===== src/hdl/pnc_pkg.sv =====
// Shared types and constants for the nearest palette color search block.
// Used by the controller, the datapath, the top level and the port checker.
// No dependencies.
package pnc_pkg;

    // Kind of input word, carried on s_tuser.
    localparam logic OP_WRITE = 1'b0;
    localparam logic OP_QUERY = 1'b1;

    localparam int CHAN_W     = 8;
    localparam int INDEX_W    = 8;
    localparam int SQ_W       = 2 * CHAN_W;
    localparam int DIST_W     = 18;
    localparam int IN_DATA_W  = 32;
    localparam int OUT_DATA_W = 32;

    // Largest possible distance: three channels of 255 squared.
    localparam logic [DIST_W-1:0] DIST_MAX  = 18'd195075;
    // Starting bound of a scan; above every real distance, so the first entry scanned always wins.
    localparam logic [DIST_W-1:0] DIST_INIT = '1;

    // Input word layout, entry_index in the lowest bits.
    typedef struct packed {
        logic [CHAN_W-1:0]  blue;
        logic [CHAN_W-1:0]  green;
        logic [CHAN_W-1:0]  red;
        logic [INDEX_W-1:0] entry_index;
    } pnc_in_t;

    // Result word layout, nearest_index in the lowest bits.
    typedef struct packed {
        logic [OUT_DATA_W-INDEX_W-DIST_W-1:0] pad;
        logic [DIST_W-1:0]                    nearest_distance;
        logic [INDEX_W-1:0]                   nearest_index;
    } pnc_out_t;

    // Commands from the controller to the datapath.
    typedef struct packed {
        logic write_entry;
        logic load_query;
        logic read_entry;
        logic load_result;
    } pnc_cmd_t;

endpackage


===== src/hdl/pnc_ctrl.sv =====
// Controller of the palette search: input handshake, scan address counter and result valid.
// Issues pnc_pkg::pnc_cmd_t commands to pnc_datapath.
module pnc_ctrl #(
    parameter int PALETTE_ENTRIES = 256,
    parameter int ADDR_W          = 8
) (
    input  logic              aclk,
    input  logic              aresetn,
    input  logic              s_tvalid,
    output logic              s_tready,
    input  logic              s_tuser,
    output logic              m_tvalid,
    input  logic              m_tready,
    output pnc_pkg::pnc_cmd_t cmd,
    output logic [ADDR_W-1:0] rd_addr
);

    localparam logic [2:0] ST_IDLE   = 3'd0;
    localparam logic [2:0] ST_SCAN   = 3'd1;
    localparam logic [2:0] ST_DRAIN1 = 3'd2;
    localparam logic [2:0] ST_DRAIN2 = 3'd3;
    localparam logic [2:0] ST_DONE   = 3'd4;

    logic [2:0]        state_reg, state_next;
    logic [ADDR_W-1:0] cnt_reg, cnt_next;
    logic              out_valid_reg, out_valid_next;
    logic              in_fire;
    logic              out_free;

    assign s_tready = (state_reg == ST_IDLE);
    assign in_fire  = s_tvalid && s_tready;
    assign out_free = !out_valid_reg || m_tready;
    assign m_tvalid = out_valid_reg;
    assign rd_addr  = cnt_reg;

    always_comb begin
        state_next      = state_reg;
        cnt_next        = cnt_reg;
        out_valid_next  = out_valid_reg && !m_tready;
        cmd             = '0;
        cmd.read_entry  = (state_reg == ST_SCAN);
        unique case (state_reg)
            ST_IDLE: begin
                if (in_fire) begin
                    if (s_tuser == pnc_pkg::OP_QUERY) begin
                        cmd.load_query = 1'b1;
                        cnt_next       = ADDR_W'(PALETTE_ENTRIES - 1);
                        state_next     = ST_SCAN;
                    end else begin
                        cmd.write_entry = 1'b1;
                    end
                end
            end
            ST_SCAN: begin
                cnt_next = cnt_reg - ADDR_W'(1);
                if (cnt_reg == '0) begin
                    state_next = ST_DRAIN1;
                end
            end
            ST_DRAIN1: state_next = ST_DRAIN2;
            ST_DRAIN2: state_next = ST_DONE;
            ST_DONE: begin
                // Wait until the output register is empty or being emptied.
                if (out_free) begin
                    cmd.load_result = 1'b1;
                    out_valid_next  = 1'b1;
                    state_next      = ST_IDLE;
                end
            end
            default: state_next = ST_IDLE;
        endcase
    end

    always_ff @(posedge aclk) begin
        if (!aresetn) begin
            state_reg     <= ST_IDLE;
            cnt_reg       <= '0;
            out_valid_reg <= 1'b0;
        end else begin
            state_reg     <= state_next;
            cnt_reg       <= cnt_next;
            out_valid_reg <= out_valid_next;
        end
    end

endmodule


===== config.mk =====
export PLATFORM = sky130hd
export DESIGN_NAME = pnc_ctrl
export DESIGN_NICKNAME = d
export VERILOG_FILES = /design/src/hdl/pnc_pkg.sv /design/src/hdl/pnc_ctrl.sv
export SDC_FILE = /design/constraint.sdc
export NUM_CORES = 1
export LEC_CHECK = 0
export ABC_AREA = 1
export BUFFER_PORTS_ARGS = -buffer_cell sky130_fd_sc_hd__clkbuf_2
export CAP_MARGIN = 30
export CORE_MARGIN = 2
export CORE_UTILIZATION = 25
export CTS_CLUSTER_DIAMETER = 40
export DETAILED_ROUTE_END_ITERATION = 10
export MAX_ROUTING_LAYER = met4
export SYNTH_ARGS = -nofsm -noshare
export SYNTH_HDL_FRONTEND = slang
export SYNTH_SLANG_ARGS = --single-unit

===== constraint.sdc =====
create_clock -name aclk -period 2.3 [get_ports aclk]
set_input_delay 0.46 -clock aclk [delete_from_list [all_inputs] [get_ports aclk]]
set_output_delay 0.46 -clock aclk [all_outputs]
set_load 0.02 [all_outputs]

* Word level (Yosys, flattened, before mapping)
Cells that the tools add are included.
** Cells by class
- Multipliers :: 0
- Shifts and indexed selects :: 0
- Add/sub/neg operators :: 1
- $lt $le $gt $ge :: 0
- Bitwise logic cells :: 0
- Div/mod/pow operators :: 0
- Reduce and logical (&&, ||, !) cells :: 10
- Muxes and demuxes :: 16
- Equal/unequal tests :: 8
** Operators by type and width (count)
- $mux 8 :: 2
- $pmux 8 s2 :: 1
- $pmux 3 s5 :: 1
- $mux 3 :: 4
- $logic_not 8->1 :: 1
- $sub 8x1->8 const B :: 1
- $eq 3x2->1 const B :: 2
- $mux 1 :: 6
- $ne 2x1->1 const B :: 3
- $mux 2 :: 2
- $reduce_and 4->1 :: 1
- $eq 3x1->1 const B :: 1
- $eq 3x3->1 const B :: 1
- $logic_not 3->1 :: 1
- $reduce_and 3->1 :: 1
- $logic_and 1x1->1 :: 2
- $logic_not 1->1 :: 2
- $ne 2x2->1 const B :: 1
- $reduce_bool 2->1 :: 1
- $logic_or 1x1->1 :: 1
** Word-level totals
- Bits in latches :: 0
- Bits in writable memories :: 0
- Flip-flop bits (word level) :: 12
- Input port bits :: 5
- Output and inout bits :: 14
- Memories :: 0
- ROM bits :: 0

* Longest topological paths before layout
Gate-level depths: netlist of the first run.
- Word-level depth :: 4
- Depth in mapped cells :: 8

* Worst setup path after synthesis of the first run
OpenSTA, ideal clock, no wires.
- Path kind :: flip-flop to output port
- Start point :: register state_reg[0]
- End point :: output cmd[3] (netlist bit)
- Stages on the path, launching flop included :: 6
- Data arrival time :: 1.173 ns
- Slack :: 0.667 ns
- Required time :: 1.840 ns
- Buffers on the path :: 0
- Cell sequence :: dfxtp_1 -> nor2_2 -> inv_1 -> nor2_2 -> nand2_1 -> nor2_1
** RTL lines
- from (decl) :: RTL line pnc_ctrl.sv:24 : logic [2:0] state_reg, state_next;
- from (signal assigned) :: RTL line pnc_ctrl.sv:80 : state_reg <= state_next;
- to (decl) :: RTL line pnc_ctrl.sv:14 : output pnc_pkg::pnc_cmd_t cmd,

==> flow_summary.ini, run 1 <==
[final_layout]
ff_latch_area_um2 = 240
syn_to_final_growth_pct = 22.1
largest_reg_flops = 8
diodes = 0
multi_input_area_um2 = 359
final_cells = 157
fin_nets = 136
drive_gt1_share_pct = 23.6
n_fill_cell = 284

[worst_setup_path]
path_cells = nor2_2, inv_1, nor2_2, nand2_1, nor2_1, clkbuf_2
cpMostUsedCell = nor2_2
cp.required_ps = 1840
setup.worst_path.class = reg2out
cp-end-kind = output pin
critPathMaxFanout = 6
slowest_delay_ps = 390
start_kind = register
crit_path_top_delay_cell = dfxtp_1
critical_path_arrival_ps = 1360

[clock_network]
htreeDepth = 1
tritoncts = built
clock_latency_ps = 270
cts_resized = 0
numCtsBuffers = 3
clock-sinks = 12
post-cts-setup-buffer-count = 0
ctsHoldBuffers = 0
path_clk_slew_ps = 70
root_buffer = clkbuf_4
cts_buffer_depth = 2

[grt]
grt_pass1_vias = 594
grt_pass1_wl_um = 2450
gr-total-overflow = 0
grt_usage_pct = 10.1
grt_start_max_net_pins = 11
antenna_found_initial = 0

[logic_synthesis]
synth_top_family_by_area = simple AND/OR/NAND/NOR gates
synth.avg_cell_area_um2 = 6.40
synth_fp_nets = 113
synth-compound-area-share_pct = 10.5
yosysMostFrequentCell = nand2_1
synthAdderAreaFrac_pct = 3.69
synthMuxAreaShare_pct = 0
synth_area_um2 = 678
synth-edff-count = 0
synth_top_area_share_pct = 35.4
synth_area_leaders = dfxtp_1 (35%), nand2_1 (12%), nor2_1 (11%)
synth_common_cells = nand2_1 (22), nor2_1 (20), inv_1 (17)
synth_xor_area_share_pct = 0
seq_area_frac_synth_pct = 35.4
yosysWarnings = 0
ys_async_sr_fraction_pct = 0
syn_inst = 106
synth_cell_types = 20
yosysTopAreaCell = dfxtp_1
synth_flop_cell = dfxtp_1
ys_ff_latch = 12
yosys.area_share.simple_pct = 38.7

[hold_path]
min_path_type = in2reg

[power]
power_density_mw_per_mm2 = 1090
vdd_ir_drop_max_mv = 0.505
p_leak_nw = 0.443

[route]
drt_iter0_drc = 11
wirelength_um = 1460
dr.pass1.iters = 4
vias = 682
viasPerCell = 4.34
route.detailed.drc = 0
wire_per_inst_um = 9.27
postRouteAntennaNets = 0

[die]
dieArea_mm2 = 0.00314
die_h_um = 56.1
core_mm2 = 0.00252
fp-row-count = 18
start_util_pct = 26.9
ios = 19
die_x_um = 56.1

[placement]
hpwl_um = 1160
port_buffers = 18
post-place-ws_ps = 729
dpl.cell_count = 154
gp_congestion = 0.866

[run]
drv_cap = 0

[timing]
period_minus_slack_ps = 1820
slew_violations = 0
finalCritPeriodShare_pct = 78.9
relSlewSlack_pct = 78.9
final.setup.tns_ps = 0
hold_viol_final = 0
clock_skew_ps = 3.49
max_freq_ghz = 0.551
worst_pin_slew_ps = 314
finalWorstSetupSlack_ps = 484
rsz0062_at_grt = false
setup_violations = 0

[run_status]
status = finished clean
## routing by layer
layer	vias to the layer above	share of wire [%]	wire length [um]	GRT usage (%)
met4	0	1.3	19	4.08
met3	2	4.7	68	3.72
li1	371	-	-	-
met2	13	44	647	15.0
met1	296	49	720	12.3
met5	-	0	0	-
## cell usage in the layout, fill, tap and decap left out, drive strengths merged
cell / netlist / final
ha: 2 / 2
a31oi: 1 / 1
nor4: 1 / 1
a21oi: 8 / 8
nand3: 8 / 8
dfxtp: 12 / 12
nor3: 1 / 1
nand4: 1 / 1
inv: 20 / 20
clkbuf: 0 / 21
nor2: 23 / 23
o21ai: 5 / 5
clkinv: 1 / 1
nand2: 23 / 23
## worst max-delay path, delay by kind of cell (launching register included)
family	cells	cell delay, ps
AND/OR/NAND/NOR	4	440
flip-flops	1	390
buffers and inverters	2	250
## worst paths after layout
check	slack, ps	to	from	cells after the start
worst max register to register	1030	state_reg[0]	rd_addr[2]	6
worst min-delay path	410	state_reg[0]	aresetn	3
worst min register to register	490	rd_addr[6]	rd_addr[6]	2
worst max-delay path	480	cmd[3]	state_reg[0]	6
## cell families after synthesis
| group | after synthesis |
|---|---|
| buffers and inverters | 21 |
| and+or+nand+nor | 57 |
| adders and majority gates | 2 |
| DFF | 12 |
| AOI/OAI and AO/OA | 14 |
## layout make-up
type | instances | area share (%)
multi-input combinational | 73 | 43.4
sequential | 12 | 29.0
timing repair buffer | 18 | 10.9
inverter | 21 | 9.52
tap | 30 | 4.53
clock buffer | 3 | 2.72
## power breakdown
part / internal (W) / switching [W] / total (W)
clock: 0.0000606 / 0.0000665 / 0.000127
sequential: 0.000257 / 0.0000509 / 0.000308
combinational: 0.000155 / 0.000315 / 0.000470
total: 0.000473 / 0.000432 / 0.000905
## per-stage QoR
step                instance area, um^2  hold WS, ps  total power [W]  utilization (%)
floorplan                           678          523         0.000658                -
global placement                    806          481         0.000779             31.9
detailed placement                  806          479         0.000781             31.9
CTS                                 828          404         0.000913             32.8
global route                        828          435         0.000983             32.8
finish                              828          407         0.000905             32.8
Note: power is estimated with default switching activity, not from simulation.
==> run 2: changes to the inputs <==
==> constraint.sdc (replaced) <==
create_clock -name aclk -period 1.8 [get_ports aclk]
set_input_delay 0.36 -clock aclk [delete_from_list [all_inputs] [get_ports aclk]]
set_output_delay 0.36 -clock aclk [all_outputs]
set_load 0.02 [all_outputs]
==> run 2 against run 1 <==
  * First-iteration DRC count fell by 45%
  * Power up 35%
  * Sequential power is 29% higher
  * Final area rose by 2.4%
  * Combinational power grew 29%
  * Die area unchanged
  * Via count rose by 1.2%
  * Core utilization grew 0.79 points
  * Sequential share of layout area is 0.54 points lower
  * Non-clock buffer count stayed put
  * Critical endpoint is now cmd[2]
  * Largest cell class unchanged
  * Highest routed layer unchanged
==> flow_summary.ini, run 2 (synthesis results as in run 1) <==
[run_status]
status = finished clean

[worst_setup_path]
cp.required_ps = 1440
start_kind = register
r2r_start = rd_addr[2]
crit_path_top_delay_cell = dfxtp_2
setup.worst_path.class = reg2out
cp_num_buf_inv = 2
slowest_delay_ps = 370
crit_start = state_reg[0]
critical_path_arrival_ps = 1290
cp-end-kind = output pin
critPathTopFamily = flip-flops
critPathMaxFanout = 6
path_cells = nor2_2, nand3_2, inv_1, clkbuf_2

[final_layout]
syn_to_final_growth_pct = 25.1
ff_latch_area_um2 = 241
final_common_cell = nand2_1
diodes = 0
design_area_um2 = 848
fin_nets = 136
multi_input_area_um2 = 364
largest_reg_flops = 8
fin_util_pct = 33.6
drive_gt1_share_pct = 25.0
n_fill_cell = 284
layout_common_cells = nand2_1 (22), nor2_1 (20), clkbuf_2 (18), inv_1 (17), dfxtp_1 (11)

[clock_network]
post-cts-setup-buffer-count = 0
htreeDepth = 1
clock-sinks = 12
cts_buffer_depth = 2
numCtsBuffers = 3
path_clk_slew_ps = 80
clock_latency_ps = 270
tritoncts = built
root_buffer = clkbuf_4

[run]
drv_cap = 0

[die]
die_h_um = 56.1
ios = 19
fp-row-count = 18
die_x_um = 56.1
dieArea_mm2 = 0.00314
core_mm2 = 0.00252
start_util_pct = 26.9

[hold_path]
min_path_type = in2reg
holdCritStartpoint = aresetn

[grt]
grt_pass1_vias = 623
grt_pass1_wl_um = 2700
grt_start_max_net_pins = 11
grt_usage_pct = 11.3
antenna_found_initial = 0
gr-total-overflow = 0

[timing]
period_minus_slack_ps = 1650
clock_skew_ps = 2.91
slew_violations = 0
hold_viol_final = 0
final.setup.tns_ps = 0
setup_violations = 0
worst_pin_slew_ps = 295
finalCritPeriodShare_pct = 91.6
relSlewSlack_pct = 80.2
worst_hold_slack_ps = 312
rsz0062_at_grt = false
max_freq_ghz = 0.606

[placement]
hpwl_um = 1230
placed_area_um2 = 806
gp_congestion = 0.809
port_buffers = 18

[power]
p_leak_nw = 0.453
vdd_ir_drop_max_mv = 0.564
power_density_mw_per_mm2 = 1440

[route]
postRouteAntennaNets = 0
drt_iter0_drc = 6
wirelength_um = 1530
vias = 690
wire_per_inst_um = 9.66
viasPerCell = 4.37
route.detailed.drc = 0
dr.pass1.iters = 6
## run 2: cell types whose count changed in the layout (fill, tap and decap cells not counted), sizes merged
cell	change
clkbuf	+1
## run 2: final cells by class
type,count,area share (%)
Clock buffer,4,4.28
Inverter,21,9.29
Multi-Input combinational cell,73,42.9
Sequential cell,12,28.5
Tap cell,30,4.42
Timing Repair Buffer,18,10.6
## run 2: per-stage QoR
stage	instances	total power, W	setup WS [ps]
after floorplan	106	0.000840	267
after global placement	154	0.000990	408
after detailed placement	154	0.00100	394
after CTS	158	0.00123	73.5
after global routing	158	0.00134	17.1
final	158	0.00122	151
## run 2: repair_timing
item,in CTS,in global routing
gates resized for setup,0,2
setup endpoints to repair,0,2
hold buffers,0,0
## run 2: worst paths after layout
check	end	slack [ps]	cells past startpoint
worst max-delay path	cmd[2]	150	4
worst min register to register	rd_addr[6]	480	2
worst min-delay path	state_reg[0]	310	3
worst max register to register	state_reg[1]	530	5
## run 2: layer usage
layer | routed length, um | GRT usage [%] | part of all wire (%)
met4 | 21 | 5.10 | 1.4
met5 | 0 | - | 0
met2 | 674 | 16.0 | 44
met1 | 767 | 13.8 | 50
met3 | 63 | 4.88 | 4.1
## run 2: tightest hold or removal path, cell delays in order
cell      delay [ps]
clkbuf_2         100
nand2_1           60
inv_1             40
## run 2: where the power goes
group / switching (W) / internal (W)
Combinational: 0.000404 / 0.000202
Clock: 0.0000938 / 0.000123
Sequential: 0.0000656 / 0.000330
Total: 0.000563 / 0.000655
